<file path="src/tcpc_ram.sv">
// Generic single-port-write, single-port-read RAM with registered read data.
module tcpc_ram #(
    parameter int unsigned WIDTH = 8,
    parameter int unsigned DEPTH = 16
) (
    input  logic                     i_clk,
    input  logic                     i_we,
    input  logic [$clog2(DEPTH)-1:0] i_waddr,
    input  logic [WIDTH-1:0]         i_wdata,
    input  logic [$clog2(DEPTH)-1:0] i_raddr,
    output logic [WIDTH-1:0]         o_rdata
);

    logic [WIDTH-1:0] r_mem [DEPTH];
    logic [WIDTH-1:0] r_rdata;

    always_ff @(posedge i_clk) begin
        if (i_we) begin
            r_mem[i_waddr] <= i_wdata;
        end
        r_rdata <= r_mem[i_raddr];
    end

    assign o_rdata = r_rdata;

endmodule

</file>
<file path="config.mk">
export PLATFORM = sky130hd
export DESIGN_NAME = tcpc_ram
export DESIGN_NICKNAME = d
export VERILOG_FILES = /design/src/tcpc_ram.sv
export SDC_FILE = /design/constraint.sdc
export NUM_CORES = 1
export LEC_CHECK = 0
export ABC_CLOCK_PERIOD_IN_PS = 1600
export BUFFER_PORTS_ARGS = -buffer_cell sky130_fd_sc_hd__buf_2
export CAP_MARGIN = 20
export CORE_MARGIN = 4
export CORE_UTILIZATION = 45
export CTS_BUF_LIST = sky130_fd_sc_hd__clkbuf_4 sky130_fd_sc_hd__clkbuf_8
export CTS_CLUSTER_SIZE = 16
export DETAILED_ROUTE_END_ITERATION = 10
export PLACE_DENSITY = 0.63
export SETUP_SLACK_MARGIN = 0.5
export SYNTH_ARGS = -nofsm -noshare
export SYNTH_HDL_FRONTEND = slang
export SYNTH_SLANG_ARGS = --single-unit
</file>
<file path="constraint.sdc">
create_clock -name i_clk -period 1.6 [get_ports i_clk]
set_input_delay 0.16 -clock i_clk [delete_from_list [all_inputs] [get_ports i_clk]]
set_output_delay 0.16 -clock i_clk [all_outputs]
set_load 0.02 [all_outputs]
</file>
==> flow_summary.toml <==
[run_status]
status = "completed"

[route]
drc_errors = 0
drtPass1Iterations = 4
routedWlPerCell_um = 22.03
drt_wl_total_um = 9716
wl_met1_um = 4246
route.met2.wl_um = 4632
drt-initial-drc-count = 170
vias = 2394
routed.top_layer = "met4"
viasPerCell = 5.429
drtAntennaViolNets = 0
wl_met3_um = 769

[sta]
fin_crit_ps = 1284
rsz0062_at_grt = "true"
tightest_slew_ps = 933.0
drv_slew = 0
fin_skew_ps = 12.16
fmax_mhz = 779.0
maxSlewHeadroom = 0.3767
setup_viol = 0
post-route-period-util = 0.8023
finalHoldViolations = 0
fin_ws_ps = 316.2

[grt]
grt_pass1_wl_um = 15440
antenna_found_initial = 0
grt_max_degree = 33
grt_pass1_vias = 2543
gr-usage-all-layers = 0.1632
overflow = 0

[synth]
yosys.area.top_type = "edfxtp_1"
syn_nets = 247
ys_seq_elements = 136
syn_area_mm2 = 0.005147
yosys_warnings = 0
syn_area_per_cell_um2 = 22.48
ys_types = 19
synth_area_leaders = "edfxtp_1, mux4_2, mux4_1"
netlist.area_leader.share = 0.7467
synth_cells = 229
yosysSeqAreaShare = 0.7778

[floorplan]
die_h_um = 115.0
core-area_mm2 = 0.01103
die_area_mm2 = 0.01321
io_pins = 26
initial_core_util = 0.4667
die_w_um = 115.0
fp-row-count = 38

[critical_path]
critPathBufInv = 0
cp-start-kind = "flip-flop"
worst_setup_path_end_kind = "flip-flop"
r2r_setup_slack_ps = 320
required_ps = 1890
arrival_ps = 1570
crit_path_cell_trace = "mux4_2, a22oi_2, nand2_1"
slowest_stage = "mux4_2"
crit_family = "multiplexers"
critical_path_class = "flip-flop to flip-flop"
crit_fanout = 1
critPathMaxStageDelay_ps = 480

[finish]
syn_to_final_growth_pct = 20.52
fin_area_mm2 = 0.006203
fillers = 815
nets = 306
layout_common_cells = "edfxtp_1, mux4_2, buf_2, buf_4, clkbuf_8"
final_common_cell = "edfxtp_1"
drive_gt1_frac = 0.4618
stdcell_count = 441
n_antenna_cell = 0

[power]
p_comb_frac = 0.058
powerDensity_mw_per_mm2 = 1281
ir_drop_v = 0.0006476
pwr-share-clk = 0.437
p_leak_nw = 2.065
power.internal_mw = 6.415
seqPwrFrac = 0.505
p_sw_mw = 1.529
switching_share = 0.1925

[placed_design]
io_buffers = 25
preCtsSetupSlack_ps = -71.64
placedCellCount = 409
gp_congestion = 0.7431
dpl_cell_area_mm2 = 0.005639
hpwl_um = 6352

[hold_path]
hold_path_class = "input pin to flip-flop"

[flow_run]
maxCapViolCount = 0

[cts]
post-cts-setup-buffers = 0
numCtsBuffers = 17
cts_tree = "done"
clockRootBuffer = "clkbuf_8"
hold_buffers = 0
cts_sinks = 136
clock_path_buffers = 2
h-tree-depth = 4
clock_latency_ps = 420
clkTransAtPathRegs_ps = 80
[cell usage after synthesis]
cell             instances
mux4_1                  14
buf_2                    3
buf_4                    1
mux4_2                  18
and2_1                   1
nor2b_1                  1
nand2_1                  9
dfxtp_1                  8
nor2_1                  13
nand3_1                  1
nor3_1                   4
nand3b_1                 2
nand2b_1                 2
clkdlybuf4s25_2          3
or3b_2                   1
a22oi_1                 16
buf_6                    3
edfxtp_1               128
and2b_1                  1
[what timing repair did]
action / in CTS / in global routing
gates resized for setup: 14 / 5
cloned: 0 / 0
pin swaps: 1 / 1
endpoints found under the setup margin: 12 / 11
[path summary, 6_finish.rpt]
kind | cells past startpoint | from | to
hold reg to reg | 3 | r_mem[4][6]$_DFFE_PP_ | o_rdata[6]$_DFF_P_
setup reg to reg | 3 | r_mem[11][7]$_DFFE_PP_ | o_rdata[7]$_DFF_P_
hold / removal | 1 | i_wdata[0] | r_mem[1][0]$_DFFE_PP_
setup / recovery | 3 | r_mem[11][7]$_DFFE_PP_ | o_rdata[7]$_DFF_P_
[layout make-up]
cell class	instances	area (µm²)	share of cell area
Sequential cell	136	4009	0.6462
Tap cell	140	175.2	0.02824
Clock buffer	20	256.5	0.04135
Clock inverter	12	249.0	0.04014
Timing Repair Buffer	50	405.4	0.06535
Multi-Input combinational cell	83	1109	0.1787
[sequential cells by signal (all words and copies together) (netlist names)]
register / cells
o_rdata: 8
r_mem: 128
[cells by family after synthesis]
family,count (synthesis),share of synthesized area
multiplexers,32,0.1502
AND/OR/NAND/NOR,35,0.03184
buffers and inverters,10,0.01677
AO/OA/AOI/OAI,16,0.02334
flip-flops,136,0.7778
[per-stage QoR]
stage	utilization	TNS, ps	power [mW]	hold WS [ps]
global placement	0.5112	-196.3	4.519	550.4
CTS	0.5607	0	7.991	105.6
finish	0.5624	0	7.944	121.7
floorplan	-	0	4.332	258.9
global route	0.5624	0	8.220	113.5
detailed placement	0.5112	-161.8	4.527	559.1
[per-layer routing]
metal / global-route usage / up-vias
met5: 0 / -
met2: 0.2431 / 93
li1: - / 1075
met4: 0.04225 / 0
met3: 0.04421 / 5
met1: 0.2420 / 1221
[power groups by stage]
| stage | Sequential [mW] | Combinational [mW] | Clock (mW) |
|---|---|---|---|
| 5_1_grt | 4.02 | 0.502 | 3.70 |
| 3_3_place_gp | 4.08 | 0.436 | 0 |
| 2_1_floorplan | 4.10 | 0.228 | 0 |
| 4_1_cts | 4.01 | 0.463 | 3.52 |
| 3_5_place_dp | 4.08 | 0.444 | 0 |
| 6_report | 4.01 | 0.461 | 3.47 |
Note: power is estimated with default switching activity, not from simulation.
