## src/tcpc_pkg.sv

```systemverilog
// Shared types and constants for the track confirm people counter.
package tcpc_pkg;

    localparam int unsigned OP_W      = 3;
    localparam int unsigned IN_ID_W   = 12;
    localparam int unsigned OUT_CNT_W = 24;
    localparam int unsigned THRESH_W  = 4;
    localparam int unsigned SIGHT_W   = 4;
    localparam int unsigned ENTRY_W   = SIGHT_W + 1;

    localparam logic [OP_W-1:0] OP_ENTER     = 3'd0;
    localparam logic [OP_W-1:0] OP_PASS      = 3'd1;
    localparam logic [OP_W-1:0] OP_NEW_WIN   = 3'd2;
    localparam logic [OP_W-1:0] OP_END_WIN   = 3'd3;
    localparam logic [OP_W-1:0] OP_RESET_ALL = 3'd4;

    localparam logic [THRESH_W-1:0] THRESH_RESET = 4'd3;

    typedef struct packed {
        logic [OP_W-1:0]    op;
        logic [IN_ID_W-1:0] track_id;
    } t_in;

    typedef struct packed {
        logic                 counted;
        logic                 window_open;
        logic                 closed_window;
        logic [OUT_CNT_W-1:0] enter_total;
        logic [OUT_CNT_W-1:0] pass_total;
        logic [OUT_CNT_W-1:0] people_total;
    } t_out;

    // one executed item, handed from track control to the window counters
    typedef struct packed {
        logic            fire;
        logic [OP_W-1:0] op;
        logic            counted;
    } t_evt;

endpackage

```

## src/tcpc_window.sv

```systemverilog
// Window state, saturating counts and the result register.
module tcpc_window #(
    parameter int unsigned COUNT_BITS = 24
) (
    input  logic           i_clk,
    input  logic           i_rst_n,
    input  tcpc_pkg::t_evt i_evt,
    output logic           o_open,
    output logic           o_out_free,
    output logic           o_out_valid,
    input  logic           i_out_stall,
    output tcpc_pkg::t_out o_out
);

    logic                  r_open, n_open;
    logic [COUNT_BITS-1:0] r_enter, n_enter;
    logic [COUNT_BITS-1:0] r_pass, n_pass;
    logic [COUNT_BITS-1:0] r_people, n_people;
    logic                  r_out_valid;
    tcpc_pkg::t_out        r_out, n_out;
    logic [COUNT_BITS-1:0] w_rep_enter, w_rep_pass, w_rep_people;
    logic                  w_closed;

    assign o_open      = r_open;
    assign o_out_free  = !r_out_valid || !i_out_stall;
    assign o_out_valid = r_out_valid;
    assign o_out       = r_out;

    always_comb begin
        n_open       = r_open;
        n_enter      = r_enter;
        n_pass       = r_pass;
        n_people     = r_people;
        w_closed     = 1'b0;
        w_rep_enter  = r_enter;
        w_rep_pass   = r_pass;
        w_rep_people = r_people;
        case (i_evt.op)
            tcpc_pkg::OP_ENTER, tcpc_pkg::OP_PASS: begin
                if (i_evt.counted) begin
                    if (i_evt.op == tcpc_pkg::OP_ENTER) begin
                        n_enter = (r_enter == '1) ? r_enter : r_enter + 1'b1;
                    end else begin
                        n_pass = (r_pass == '1) ? r_pass : r_pass + 1'b1;
                    end
                    n_people = (r_people == '1) ? r_people : r_people + 1'b1;
                end
                w_rep_enter  = n_enter;
                w_rep_pass   = n_pass;
                w_rep_people = n_people;
            end
            tcpc_pkg::OP_NEW_WIN, tcpc_pkg::OP_END_WIN: begin
                w_closed = r_open;
                if (!r_open) begin
                    w_rep_enter  = '0;
                    w_rep_pass   = '0;
                    w_rep_people = '0;
                end
                n_enter  = '0;
                n_pass   = '0;
                n_people = '0;
                n_open   = (i_evt.op == tcpc_pkg::OP_NEW_WIN);
            end
            tcpc_pkg::OP_RESET_ALL: begin
                n_enter      = '0;
                n_pass       = '0;
                n_people     = '0;
                n_open       = 1'b0;
                w_rep_enter  = '0;
                w_rep_pass   = '0;
                w_rep_people = '0;
            end
            default: begin
            end
        endcase
        n_out.counted       = i_evt.counted;
        n_out.window_open   = n_open;
        n_out.closed_window = w_closed;
        n_out.enter_total   = tcpc_pkg::OUT_CNT_W'(w_rep_enter);
        n_out.pass_total    = tcpc_pkg::OUT_CNT_W'(w_rep_pass);
        n_out.people_total  = tcpc_pkg::OUT_CNT_W'(w_rep_people);
    end

    always_ff @(posedge i_clk) begin
        if (!i_rst_n) begin
            r_open      <= 1'b0;
            r_enter     <= '0;
            r_pass      <= '0;
            r_people    <= '0;
            r_out_valid <= 1'b0;
        end else begin
            if (i_evt.fire) begin
                r_open      <= n_open;
                r_enter     <= n_enter;
                r_pass      <= n_pass;
                r_people    <= n_people;
                r_out_valid <= 1'b1;
            end else if (!i_out_stall) begin
                r_out_valid <= 1'b0;
            end
        end
    end

    always_ff @(posedge i_clk) begin
        if (i_evt.fire) begin
            r_out <= n_out;
        end
    end

    a_fire_slot_free: assert property (@(posedge i_clk) disable iff (!i_rst_n)
        i_evt.fire |-> (!r_out_valid || !i_out_stall))
        else $error("result overwritten before it was taken");

    a_counted_needs_open: assert property (@(posedge i_clk) disable iff (!i_rst_n)
        (i_evt.fire && i_evt.counted) |-> r_open)
        else $error("person counted with no window open");

    a_closed_counts_zero: assert property (@(posedge i_clk) disable iff (!i_rst_n)
        !r_open |-> ((r_enter == '0) && (r_pass == '0) && (r_people == '0)))
        else $error("counts held while no window open");

endmodule

```

## config.mk

```make
export PLATFORM = sky130hd
export DESIGN_NAME = tcpc_window
export DESIGN_NICKNAME = d
export VERILOG_FILES = /design/src/tcpc_pkg.sv /design/src/tcpc_window.sv
export SDC_FILE = /design/constraint.sdc
export NUM_CORES = 1
export LEC_CHECK = 0
export BUFFER_PORTS_ARGS = -buffer_cell sky130_fd_sc_hd__buf_2
export CORE_ASPECT_RATIO = 1.4
export CORE_MARGIN = 5
export CORE_UTILIZATION = 40
export CTS_BUF_LIST = sky130_fd_sc_hd__clkbuf_16
export DETAILED_ROUTE_END_ITERATION = 10
export GPL_TIMING_DRIVEN = 1
export SLEW_MARGIN = 20
export SYNTH_ARGS = -nofsm -noshare
export SYNTH_HDL_FRONTEND = slang
export SYNTH_SLANG_ARGS = --single-unit
export TNS_END_PERCENT = 50
```

## constraint.sdc

```tcl
create_clock -name i_clk -period 2.6 [get_ports i_clk]
set_clock_uncertainty 0.2 [all_clocks]
set_input_delay 0.26 -clock i_clk [delete_from_list [all_inputs] [get_ports i_clk]]
set_output_delay 0.26 -clock i_clk [all_outputs]
set_load 0.02 [all_outputs]
```

==> summary.txt <==
status -> finished, final reports clean
# setup viols final -> 0
Worst Path Buf+Inv -> 2
sequential share of the synthesized area -> 46.2%
layout cell share with drive strength beyond 1 -> 23.0%
Port Buffers -> 85
most frequent cells in the layout -> buf_4 (90), buf_2 (83), nand2_1 (81), edfxtp_1 (75), dfxtp_1 (74)
Final ANT Viol Nets -> 0
critical path endpoint category -> register
Slew @ Worst Pin -> 0.610 ns
GRT Util Overall -> 21.1%
data arrival time of the critical path -> 2.54 ns
Area Growth Syn to Fin -> 23.0%
final core utilization -> 50.0%
chip width -> 130 um
Die ar. -> 0.0232 sq mm
clock-pin slew on the worst setup and hold paths -> 0.07 ns
cts bufs inserted -> 17
Diodes inserted -> 0
MaxCap Viol Count -> 0
syn nets -> 905
H-tree levels -> 4
DR vias/cell -> 6.17
EDFF count, synth -> 75
slowest CP cell -> or4_4
Starting Density -> 40.6%
Crit Path Class -> primary input to register
Synth Instances -> 894
required time of the worst setup path -> 2.68 ns
Slew HR -> 59.3%
core area -> 0.0199 sq mm
top achievable clock speed -> 0.405 GHz
Post-Syn Area -> 0.00809 sq mm
delay-heaviest family, CP -> simple AND/OR/NAND/NOR gates
# nets final -> 1026
HPWL Detailed -> 16900 um
Vias -> 7901
setup TNS -> 0 ns
Top Ports -> 86
Worst Path Max Fanout -> 7
DR iter-0 viols -> 579
synthesized flop and latch total -> 149
first-pass GRT wire length -> 38900 um
Unique masters post-synth -> 64
Reg2Reg Depth -> 5
CP startpoint kind -> primary input
Synth Flop Type -> edfxtp_1
mean area per synthesized cell -> 9.05 sq um
GP Congestion -> 0.898
router iterations before antenna repair -> 5
grt ovf -> 0
FP Rows -> 61
DIE HEIGHT -> 178 um
final period utilization -> 94.9%
Peak VDD IR -> 459 uV
async set-or-reset flop fraction in the synthesized netlist -> 0%
later-pin clock latency in the skew report -> 0.43 ns
CP max stage delay -> 0.56 ns
CTS Sinks -> 149
DRC -> 0
WHS Path Cells -> 3
FF-to-FF setup slack -> 0.14 ns
Post-CTS Setup Inserts -> 0
Ys Warns -> 0
Fin. Hold Viols -> 0
total power draw -> 5.30 mW
Total Wirelength -> 24100 um
largest net degree at the start of global routing -> 68
CTS tree -> done
critical path depth -> 7
worst hold path type -> primary input to register
Critical Path, Cell by Cell -> dlygate4sd3_1, clkbuf_4, nor4b_4, nand3_4, or4_4, or4_1, o211ai_1
Routed WL per cell -> 18.8 um
RSZ-0062 raised after global routing -> no
CTS root buffer -> clkbuf_16
CTS Buffer Depth -> 2
commonest non-fill, non-tap cell in the layout -> buf_4
static leakage -> 3.58 nW
Final Max Slew Viols -> 0
Min Clock Period, post-route -> 2.47 ns
initial antenna violation count -> 0
Pwr Density -> 533 mW/mm^2
vias in the first global route -> 7428
-- logic make-up after synthesis --
kind of cell,Yosys count,share of synthesized area [%]
AO/OA/AOI/OAI,338,27.7
AND/OR/NAND/NOR,297,20.2
buffers and inverters,102,4.87
adder cells (fa/ha/maj),3,0.464
flip-flops,149,46.2
multiplexers,4,0.526
XOR/XNOR,1,0.108
-- worst min-delay path: stages --
cell	delay [ns]
buf_2	0.16
nor2_1	0.10
a221oi_1	0.15
-- final cells by class --
class | instances | area, sq um
clock inverter | 15 | 119
fill | 1861 | 9970
multi-input combinational | 643 | 4040
sequential | 149 | 3730
inverter | 21 | 78.8
timing repair buffer | 183 | 1240
tap | 252 | 315
clock buffer | 17 | 425
-- synth_stat cells (12+ instances only) --
| cell type | n | area (sq um) |
|---|---|---|
| nand2_1 | 81 | 304 |
| edfxtp_1 | 75 | 2250 |
| dfxtp_1 | 74 | 1480 |
| clkbuf_1 | 71 | 267 |
| o21ai_0 | 65 | 325 |
| a31oi_1 | 59 | 369 |
| a21oi_1 | 58 | 290 |
| nand3_1 | 34 | 170 |
| o211ai_1 | 30 | 225 |
| nand4_1 | 29 | 181 |
| nor4_1 | 28 | 175 |
| nor2_1 | 25 | 93.8 |
| inv_1 | 21 | 78.8 |
| and3_1 | 20 | 125 |
| a21o_1 | 19 | 143 |
| o311ai_0 | 17 | 149 |
| o31ai_1 | 16 | 120 |
| or3_1 | 16 | 100 |
| nor3_1 | 14 | 70.1 |
| or4_1 | 13 | 97.6 |
| a22o_1 | 12 | 105 |
| and4_1 | 12 | 105 |
-- power breakdown --
part           switching (mW)  internal [mW]
Clock                   0.988           1.30
Combinational           0.325          0.143
Sequential             0.0195           2.52
Total                    1.33           3.97
-- flip-flops by register name (all words and copies together), names as in the netlist --
signal	cells
r_enter	24
r_pass	24
r_people	24
o_open	1
o_out_valid	1
o_out	75
-- per-stage QoR --
stage,hold slack [ns],worst slack [ns],cells,instance area (sq um)
floorplan,0.159,0.0867,894,8090
global placement,0.278,0.141,1244,9310
detailed placement,0.281,0.101,1244,9310
CTS,0.223,0.0242,1280,9890
global route,0.241,0.00454,1280,9950
finish,0.238,0.132,1280,9950
-- worst paths after layout --
check	startpoint	endpoint
setup / recovery	i_evt[0]	o_out[70]
setup reg to reg	r_pass[6]	o_out[41]
hold reg to reg	o_out_valid	o_out_valid
hold / removal	i_evt[1]	o_out[73]
-- per-layer routing --
metal / global-route usage, % / up-vias / part of all wire (%)
met5: 0 / - / 0
met3: 3.09 / 43 / 4.8
met4: 8.88 / 0 / 2.7
met2: 35.8 / 226 / 50
met1: 26.5 / 3821 / 42
li1: - / 3811 / -
-- what timing repair did --
action                                  4_1_cts  5_1_grt
hold endpoints to repair                      5        0
endpoints found under the setup margin        0       19
gates resized for setup                       0       13
hold buffers                                  4        0
(Power assumes the default switching activity.)
