--- src/tcpc_pkg.sv ---
// Shared types and constants for the track confirm people counter.
package tcpc_pkg;

    localparam int unsigned OP_W      = 3;
    localparam int unsigned IN_ID_W   = 12;
    localparam int unsigned OUT_CNT_W = 24;
    localparam int unsigned THRESH_W  = 4;
    localparam int unsigned SIGHT_W   = 4;
    localparam int unsigned ENTRY_W   = SIGHT_W + 1;

    localparam logic [OP_W-1:0] OP_ENTER     = 3'd0;
    localparam logic [OP_W-1:0] OP_PASS      = 3'd1;
    localparam logic [OP_W-1:0] OP_NEW_WIN   = 3'd2;
    localparam logic [OP_W-1:0] OP_END_WIN   = 3'd3;
    localparam logic [OP_W-1:0] OP_RESET_ALL = 3'd4;

    localparam logic [THRESH_W-1:0] THRESH_RESET = 4'd3;

    typedef struct packed {
        logic [OP_W-1:0]    op;
        logic [IN_ID_W-1:0] track_id;
    } t_in;

    typedef struct packed {
        logic                 counted;
        logic                 window_open;
        logic                 closed_window;
        logic [OUT_CNT_W-1:0] enter_total;
        logic [OUT_CNT_W-1:0] pass_total;
        logic [OUT_CNT_W-1:0] people_total;
    } t_out;

    // one executed item, handed from track control to the window counters
    typedef struct packed {
        logic            fire;
        logic [OP_W-1:0] op;
        logic            counted;
    } t_evt;

endpackage

--- src/tcpc_track_ctl.sv ---
// Item sequencer: track table read-modify-write, clearing pass and threshold register.
module tcpc_track_ctl #(
    parameter int unsigned TRACK_ID_BITS = 12
) (
    input  logic                               i_clk,
    input  logic                               i_rst_n,
    input  logic                               i_in_valid,
    output logic                               o_in_stall,
    input  tcpc_pkg::t_in                      i_in,
    input  logic                               i_cfg_valid,
    output logic                               o_cfg_ready,
    input  logic [tcpc_pkg::THRESH_W-1:0]      i_cfg_data,
    input  logic                               i_open,
    input  logic                               i_out_free,
    output tcpc_pkg::t_evt                     o_evt,
    output logic                               o_ram_we,
    output logic [TRACK_ID_BITS-1:0]           o_ram_waddr,
    output logic [tcpc_pkg::ENTRY_W-1:0]       o_ram_wdata,
    output logic [TRACK_ID_BITS-1:0]           o_ram_raddr,
    input  logic [tcpc_pkg::ENTRY_W-1:0]       i_ram_rdata
);

    localparam logic [1:0] ST_CLEAR = 2'd0;
    localparam logic [1:0] ST_IDLE  = 2'd1;
    localparam logic [1:0] ST_EXEC  = 2'd2;

    logic [1:0]                         r_state, n_state;
    logic [TRACK_ID_BITS-1:0]           r_clr, n_clr;
    logic [TRACK_ID_BITS-1:0]           r_id;
    logic [tcpc_pkg::OP_W-1:0]          r_op;
    logic [tcpc_pkg::THRESH_W-1:0]      r_thresh;

    logic                               w_accept;
    logic [TRACK_ID_BITS-1:0]           w_in_id;
    logic                               w_sight;
    logic                               w_mark;
    logic [tcpc_pkg::SIGHT_W-1:0]       w_cnt;
    logic                               w_act;
    logic                               w_fire;
    logic                               w_below;

    assign o_in_stall  = (r_state != ST_IDLE);
    assign w_accept    = i_in_valid && (r_state == ST_IDLE);
    assign o_cfg_ready = 1'b1;
    assign w_in_id     = TRACK_ID_BITS'(i_in.track_id);

    assign w_sight = (r_op == tcpc_pkg::OP_ENTER) || (r_op == tcpc_pkg::OP_PASS);
    assign w_mark  = i_ram_rdata[tcpc_pkg::SIGHT_W];
    assign w_cnt   = i_ram_rdata[tcpc_pkg::SIGHT_W-1:0];
    assign w_act   = w_sight && i_open && !w_mark;
    assign w_below = (w_cnt < r_thresh);
    assign w_fire  = (r_state == ST_EXEC) && i_out_free;

    assign o_ram_raddr = w_accept ? w_in_id : r_id;

    always_comb begin
        o_ram_we    = 1'b0;
        o_ram_waddr = r_id;
        o_ram_wdata = '0;
        if (r_state == ST_CLEAR) begin
            o_ram_we    = 1'b1;
            o_ram_waddr = r_clr;
        end else if (w_fire && w_act) begin
            o_ram_we = 1'b1;
            if (w_below) begin
                o_ram_wdata = {1'b0, tcpc_pkg::SIGHT_W'(w_cnt + 1'b1)};
            end else begin
                o_ram_wdata = {1'b1, {tcpc_pkg::SIGHT_W{1'b0}}};
            end
        end
    end

    always_comb begin
        o_evt.fire    = w_fire;
        o_evt.op      = r_op;
        o_evt.counted = w_act && !w_below;
    end

    always_comb begin
        n_state = r_state;
        n_clr   = r_clr;
        case (r_state)
            ST_CLEAR: begin
                n_clr = r_clr + 1'b1;
                if (r_clr == '1) begin
                    n_state = ST_IDLE;
                end
            end
            ST_IDLE: begin
                if (w_accept) begin
                    n_state = ST_EXEC;
                end
            end
            ST_EXEC: begin
                if (w_fire) begin
                    if (r_op == tcpc_pkg::OP_RESET_ALL) begin
                        n_state = ST_CLEAR;
                        n_clr   = '0;
                    end else begin
                        n_state = ST_IDLE;
                    end
                end
            end
            default: begin
                n_state = ST_IDLE;
            end
        endcase
    end

    always_ff @(posedge i_clk) begin
        if (!i_rst_n) begin
            r_state  <= ST_CLEAR;
            r_clr    <= '0;
            r_thresh <= tcpc_pkg::THRESH_RESET;
        end else begin
            r_state <= n_state;
            r_clr   <= n_clr;
            if (i_cfg_valid && o_cfg_ready) begin
                r_thresh <= i_cfg_data;
            end
        end
    end

    always_ff @(posedge i_clk) begin
        if (w_accept) begin
            r_op <= i_in.op;
            r_id <= w_in_id;
        end
    end

    a_accept_to_exec: assert property (@(posedge i_clk) disable iff (!i_rst_n)
        w_accept |=> (r_state == ST_EXEC))
        else $error("accepted beat did not enter execution");

    a_exec_holds: assert property (@(posedge i_clk) disable iff (!i_rst_n)
        ((r_state == ST_EXEC) && !i_out_free) |=> ((r_state == ST_EXEC) && $stable(r_id)))
        else $error("execution left while result slot busy");

    a_exec_write_sight: assert property (@(posedge i_clk) disable iff (!i_rst_n)
        ((r_state == ST_EXEC) && o_ram_we) |-> (w_sight && i_open && w_fire))
        else $error("track table written by a non-sighting beat");

endmodule

--- config.mk ---
export PLATFORM = sky130hd
export DESIGN_NAME = tcpc_track_ctl
export DESIGN_NICKNAME = d
export VERILOG_FILES = /design/src/tcpc_pkg.sv /design/src/tcpc_track_ctl.sv
export SDC_FILE = /design/constraint.sdc
export NUM_CORES = 1
export LEC_CHECK = 0
export ABC_AREA = 1
export ABC_CLOCK_PERIOD_IN_PS = 1150
export BUFFER_PORTS_ARGS = -buffer_cell sky130_fd_sc_hd__buf_2
export CAP_MARGIN = 25
export CORE_ASPECT_RATIO = 1.5
export CORE_MARGIN = 5
export CORE_UTILIZATION = 40
export DETAILED_ROUTE_END_ITERATION = 6
export GPL_ROUTABILITY_DRIVEN = 0
export PLACE_DENSITY = 0.73
export SETUP_SLACK_MARGIN = 0.1
export SLEW_MARGIN = 20
export SYNTH_ARGS = -nofsm -noshare
export SYNTH_HDL_FRONTEND = slang
export SYNTH_SLANG_ARGS = --single-unit
--- constraint.sdc ---
create_clock -name i_clk -period 1.15 [get_ports i_clk]
set_input_delay 0.0575 -clock i_clk [delete_from_list [all_inputs] [get_ports i_clk]]
set_output_delay 0.0575 -clock i_clk [all_outputs]
set_load 0.1 [all_outputs]
==> run_results.csv, run 1 <==
group,metric,value,unit
yosys,synth_cell_types,31,
yosys,ys_top_cells_by_area,"dfxtp_1 34%, nand2_1 8.4%, o21ai_0 6.9%",
yosys,netlist.area_leader.share,34.5,%
yosys,synth_area_leader_cell,"dfxtp_1",
placed_design,dp_hpwl,4280,um
yosys,synth_area,1740,um2
clock_network,cts-htree-levels,2,
floorplanning,core.rowCount,29,
yosys,synth_seq_cells,33,
global_route,grt_max_degree,11,
placed_design,placed_cell_area,3180,um2
outcome,status,"aborted with a tool error",
floorplanning,dieWidth,63.9,um
placed_design,pre_cts_ws,-0.338,ns
yosys,ys_warn_count,0,
yosys,synth_top_flop_cell,"dfxtp_1",
yosys,synth.most_common_cell,"nand2_1",
yosys,synthArstFlopShare,0,%
global_route,antenna_found_initial,3,
timing,endpoint_type,"output port",
floorplanning,chipHeight,90.8,um
yosys,synth_cells,231,
clock_network,cts_num_sinks,33,
placed_design,port_buffers,65,
yosys,ys_top_cells_by_count,"39 x nand2_1, 32 x inv_1, 30 x dfxtp_1",
outcome,haltStage,"global routing",
floorplanning,boundaryPins,67,
yosys,synth_area_per_cell,7.54,um2
clock_network,cts_buffer_depth,2,
floorplanning,start_util,41.4,%
clock_network,cts-root-buf,"clkbuf_8",
clock_network,cts_buffers,5,
yosys,synth_nets,266,
yosys,synth_edf_count,3,
timing,grt-worst-endpoint,"o_ram_wdata[2]",
outcome,stop_error,"[ERROR DPL-0033] detailed placement checks failed during check placement.",
yosys,synth_seq_area_share,39.7,%
## cell families after synthesis
family	after synthesis	share of synthesized area, %
AND/OR/NAND/NOR	95	25.9
AO/OA/AOI/OAI	46	14.3
buffers and inverters	41	10.1
flip-flops	33	39.7
multiplexers	8	5.17
adder cells (fa/ha/maj)	5	3.59
XOR/XNOR	2	1.01
other	1	0.215
## per-stage QoR
stage / setup TNS [ns] / cells / hold slack, ns
2_1_floorplan: -25.46 / 231 / 0.156
4_1_cts: -21.00 / 406 / 0.00750
3_5_place_dp: -12.28 / 369 / 0.236
3_3_place_gp: -10.29 / 369 / 0.236
## repair_timing
action,CTS
hold buffers,5
buffers inserted,23
cloned,3
pin swaps,25
hold endpoints to repair,5
setup endpoints to repair,65
resized for setup,72
==> inputs of run 2 (changes only) <==
--- a/config.mk
+++ b/config.mk
@@ -6,16 +6,14 @@
 export NUM_CORES = 1
 export LEC_CHECK = 0
 export ABC_AREA = 1
-export ABC_CLOCK_PERIOD_IN_PS = 1150
+export ABC_CLOCK_PERIOD_IN_PS = 1500
 export BUFFER_PORTS_ARGS = -buffer_cell sky130_fd_sc_hd__buf_2
 export CAP_MARGIN = 25
-export CORE_ASPECT_RATIO = 1.5
 export CORE_MARGIN = 5
-export CORE_UTILIZATION = 40
+export CORE_UTILIZATION = 25
 export DETAILED_ROUTE_END_ITERATION = 6
 export GPL_ROUTABILITY_DRIVEN = 0
-export PLACE_DENSITY = 0.73
-export SETUP_SLACK_MARGIN = 0.1
+export PLACE_DENSITY_LB_ADDON = 0.15
 export SLEW_MARGIN = 20
 export SYNTH_ARGS = -nofsm -noshare
 export SYNTH_HDL_FRONTEND = slang
==> constraint.sdc (replaced) <==
create_clock -name i_clk -period 1.5 [get_ports i_clk]
set_input_delay 0.075 -clock i_clk [delete_from_list [all_inputs] [get_ports i_clk]]
set_output_delay 0.075 -clock i_clk [all_outputs]
set_load 0.1 [all_outputs]
==> run 2 against run 1 <==
Compared with the run above:
- synthesized cell count stayed put
- the flow now finishes, with violations (setup timing)
- synthesized area stayed put
==> run_results.csv, run 2 <==
group,metric,value,unit
outcome,status,"finished, violations left",
outcome,violations,"setup timing",
cells_and_area,post-route-cell-area,3540,um2
critical_path,critPathKind,"reg -> out",
worst_hold_path,hold_path.class,"in -> reg",
power,power_switching,0.000993,W
routing,wl_per_cell,11.9,um
critical_path,critical-path-max-stage-delay,0.36,ns
floorplanning,die-area,8740,um2
yosys,synth_cells,231,
critical_path,cp_data_required_time,1.42,ns
yosys,synth_top_flop_cell,"dfxtp_1",
clock_network,cts_num_sinks,33,
power,pwr-share-comb,34.2,%
routing,num_vias,1813,
cells_and_area,fin_cells,429,
clock_network,cts_buffer_depth,2,
yosys,synth_edf_count,3,
placed_design,placed_cell_area,3060,um2
timing,clock_skew,0.00646,ns
yosys,synth_area_per_cell,7.54,um2
clock_network,cts_buffers,5,
cells_and_area,layout-drive-gt1-share,53.8,%
timing,worst_slack,-0.272,ns
placed_design,placedCellCount,401,
yosys,ys_top_cells_by_count,"39 x nand2_1, 32 x inv_1, 30 x dfxtp_1",
global_route,grt_max_degree,12,
timing,post-route-period-util,118,%
global_route,antenna_found_initial,0,
cells_and_area,areaGrowthSynthToFinish,103,%
floorplanning,core_area,6790,um2
routing,post-route-drc-count,0,
power,p_leak,1.44,nW
floorplanning,start_util,25.6,%
yosys,ys_top_cells_by_area,"dfxtp_1 34%, nand2_1 8.4%, o21ai_0 6.9%",
global_route,track_usage,12.2,%
power,swShare,35.6,%
power,powerDensity,786,nW/um2
floorplanning,boundaryPins,67,
global_route,grt_pass1_vias,1772,
critical_path,path_cells,"inv_2 > nor2_1 > bufinv_8 > nor2_8 > buf_12 > mux2_4 > buf_12",
clock_network,cts-htree-levels,2,
timing,hold_viol_final,0,
job,drv_cap,0,
cells_and_area,nFillCells,614,
yosys,synth_seq_area_share,39.7,%
power,ir_worst_vdd,0.000491,V
cells_and_area,final_common_cell,"buf_12",
power,p_seq_share,34.9,%
routing,viasPerCell,4.23,
yosys,synth.most_common_cell,"nand2_1",
yosys,netlist.area_leader.share,34.5,%
critical_path,path_common_cell,"buf_12",
floorplanning,chipHeight,93.5,um
global_route,grt_overflow,0,
critical_path,crit_family,"buffers and inverters",
critical_path,path_buf_inv,4,
routing,drt_iter0_markers,66,
timing,fin_crit,1.77,ns
clock_network,path_clk_slew,0.08,ns
placed_design,dp_hpwl,3840,um
clock_network,clk_latency,0.29,ns
yosys,ys_warn_count,0,
yosys,synth_area_leader_cell,"dfxtp_1",
floorplanning,core.rowCount,30,
cells_and_area,final_cell_mix,"36 x buf_12, 32 x buf_2, 27 x inv_1, 27 x nand2_1, 26 x dfxtp_1",
critical_path,cp-end-kind,"primary output",
cells_and_area,diodes,0,
yosys,synth_cell_types,31,
critical_path,cpMaxStageDelayCell,"dfxtp_4",
power,clock_power_share,30.8,%
timing,rsz0062_at_grt,"yes",
floorplanning,dieWidth,93.5,um
critical_path,worstPathArrival,1.70,ns
routing,ant_nets,0,
cells_and_area,final_nets,367,
routing,totalWireLength,5080,um
cells_and_area,top_regs,"r_clr (12), r_id (12), r_thresh (4)",
timing,timing.hold.ws,0.0129,ns
placed_design,port_buffers,65,
yosys,synth_area,1740,um2
critical_path,start_kind,"register",
power,internal_power,0.00179,W
critical_path,cp_max_fo,8,
yosys,synth_seq_cells,33,
clock_network,cts_tree,"yes",
routing,drt_pass1_iterations,4,
timing,finalSetupViolations,21,
yosys,synthArstFlopShare,0,%
clock_network,cts-root-buf,"clkbuf_8",
global_route,grt_pass1_wl,8360,um
timing,fmax,564,MHz
yosys,synth_nets,266,
timing,finalMaxSlewViolations,0,
run 2: layout make-up:
class	instances	area [um2]	share of cell area [%]
Clock buffer	5	68.8	1.94
Multi-Input combinational cell	157	1300	36.7
Clock inverter	3	41.3	1.17
Inverter	36	154	4.34
Sequential cell	33	701	19.8
Tap cell	96	120	3.39
Timing Repair Buffer	99	1160	32.7
run 2: cell families (layout without fill, tap and decap cells):
| kind of cell | count (synthesis) | count (layout) | synth area share [%] |
|---|---|---|---|
| simple gates | 95 | 95 | 25.9 |
| compound gates | 46 | 46 | 14.3 |
| buf+inv | 41 | 143 | 10.1 |
| flops | 33 | 33 | 39.7 |
| mux | 8 | 8 | 5.17 |
| fa+ha+maj | 5 | 5 | 3.59 |
| xor+xnor | 2 | 2 | 1.01 |
| other cells | 1 | 1 | 0.215 |
run 2: worst paths after layout:
path / start / end / slack [ns] / cells past startpoint
hold reg to reg: r_thresh[2]$_SDFFE_PN0P_ / r_thresh[2]$_SDFFE_PN0P_ / 0.47 / 2
setup / recovery: r_state[0]$_SDFFE_PN0P_ / o_ram_raddr[5] / -0.27 / 7
hold / removal: i_cfg_valid / r_thresh[1]$_SDFFE_PN1P_ / 0.01 / 2
setup reg to reg: r_state[0]$_SDFFE_PN0P_ / r_clr[5]$_SDFFE_PN0P_ / 0.08 / 9
run 2: stage by stage:
stage	power (W)	util [%]	setup TNS [ns]	worst slack [ns]
2_1_floorplan	0.00157	-	-7.78	-0.551
3_3_place_gp	0.00189	45.1	0	0.0113
3_5_place_dp	0.00190	45.1	-0.0353	-0.00838
4_1_cts	0.00277	49.6	-4.91	-0.287
5_1_grt	0.00290	52.2	-5.79	-0.318
6_report	0.00279	52.2	-4.37	-0.272
run 2: what timing repair did:
item                                   4_1_cts  5_1_grt
cloned                                       1        0
hold buffers                                 4        0
pin swaps                                   10       13
endpoints found under the hold margin        4        0
buffers inserted                             8        7
setup endpoints to repair                   31       36
gates resized for setup                     17       30
run 2: worst reg2reg max path, stage by stage, from the launching register on:
cell	delay, ns
dfxtp_4	0.36
buf_4	0.14
nor2_4	0.09
buf_4	0.12
nand2_4	0.06
buf_4	0.14
a21oi_4	0.14
buf_4	0.15
o21ai_1	0.07
nor2_1	0.09
run 2: per-layer routing:
| layer | global-route usage, % | vias up | part of all wire (%) |
|---|---|---|---|
| met3 | 3.62 | 8 | 4.4 |
| met4 | 4.88 | 0 | 1.4 |
| met5 | 0 | - | 0 |
| met1 | 15.4 | 822 | 46 |
| li1 | - | 945 | - |
| met2 | 19.3 | 38 | 49 |
run 2: power by group through the flow:
stage / Clock, W / Combinational [W] / Sequential, W
global route: 0.000925 / 0.000997 / 0.000980
finish: 0.000859 / 0.000954 / 0.000974
global placement: 0 / 0.000901 / 0.000991
CTS: 0.000879 / 0.000927 / 0.000968
detailed placement: 0 / 0.000906 / 0.000990
floorplan: 0 / 0.000586 / 0.000986
No activity file was read; power rests on OpenSTA's default activity.
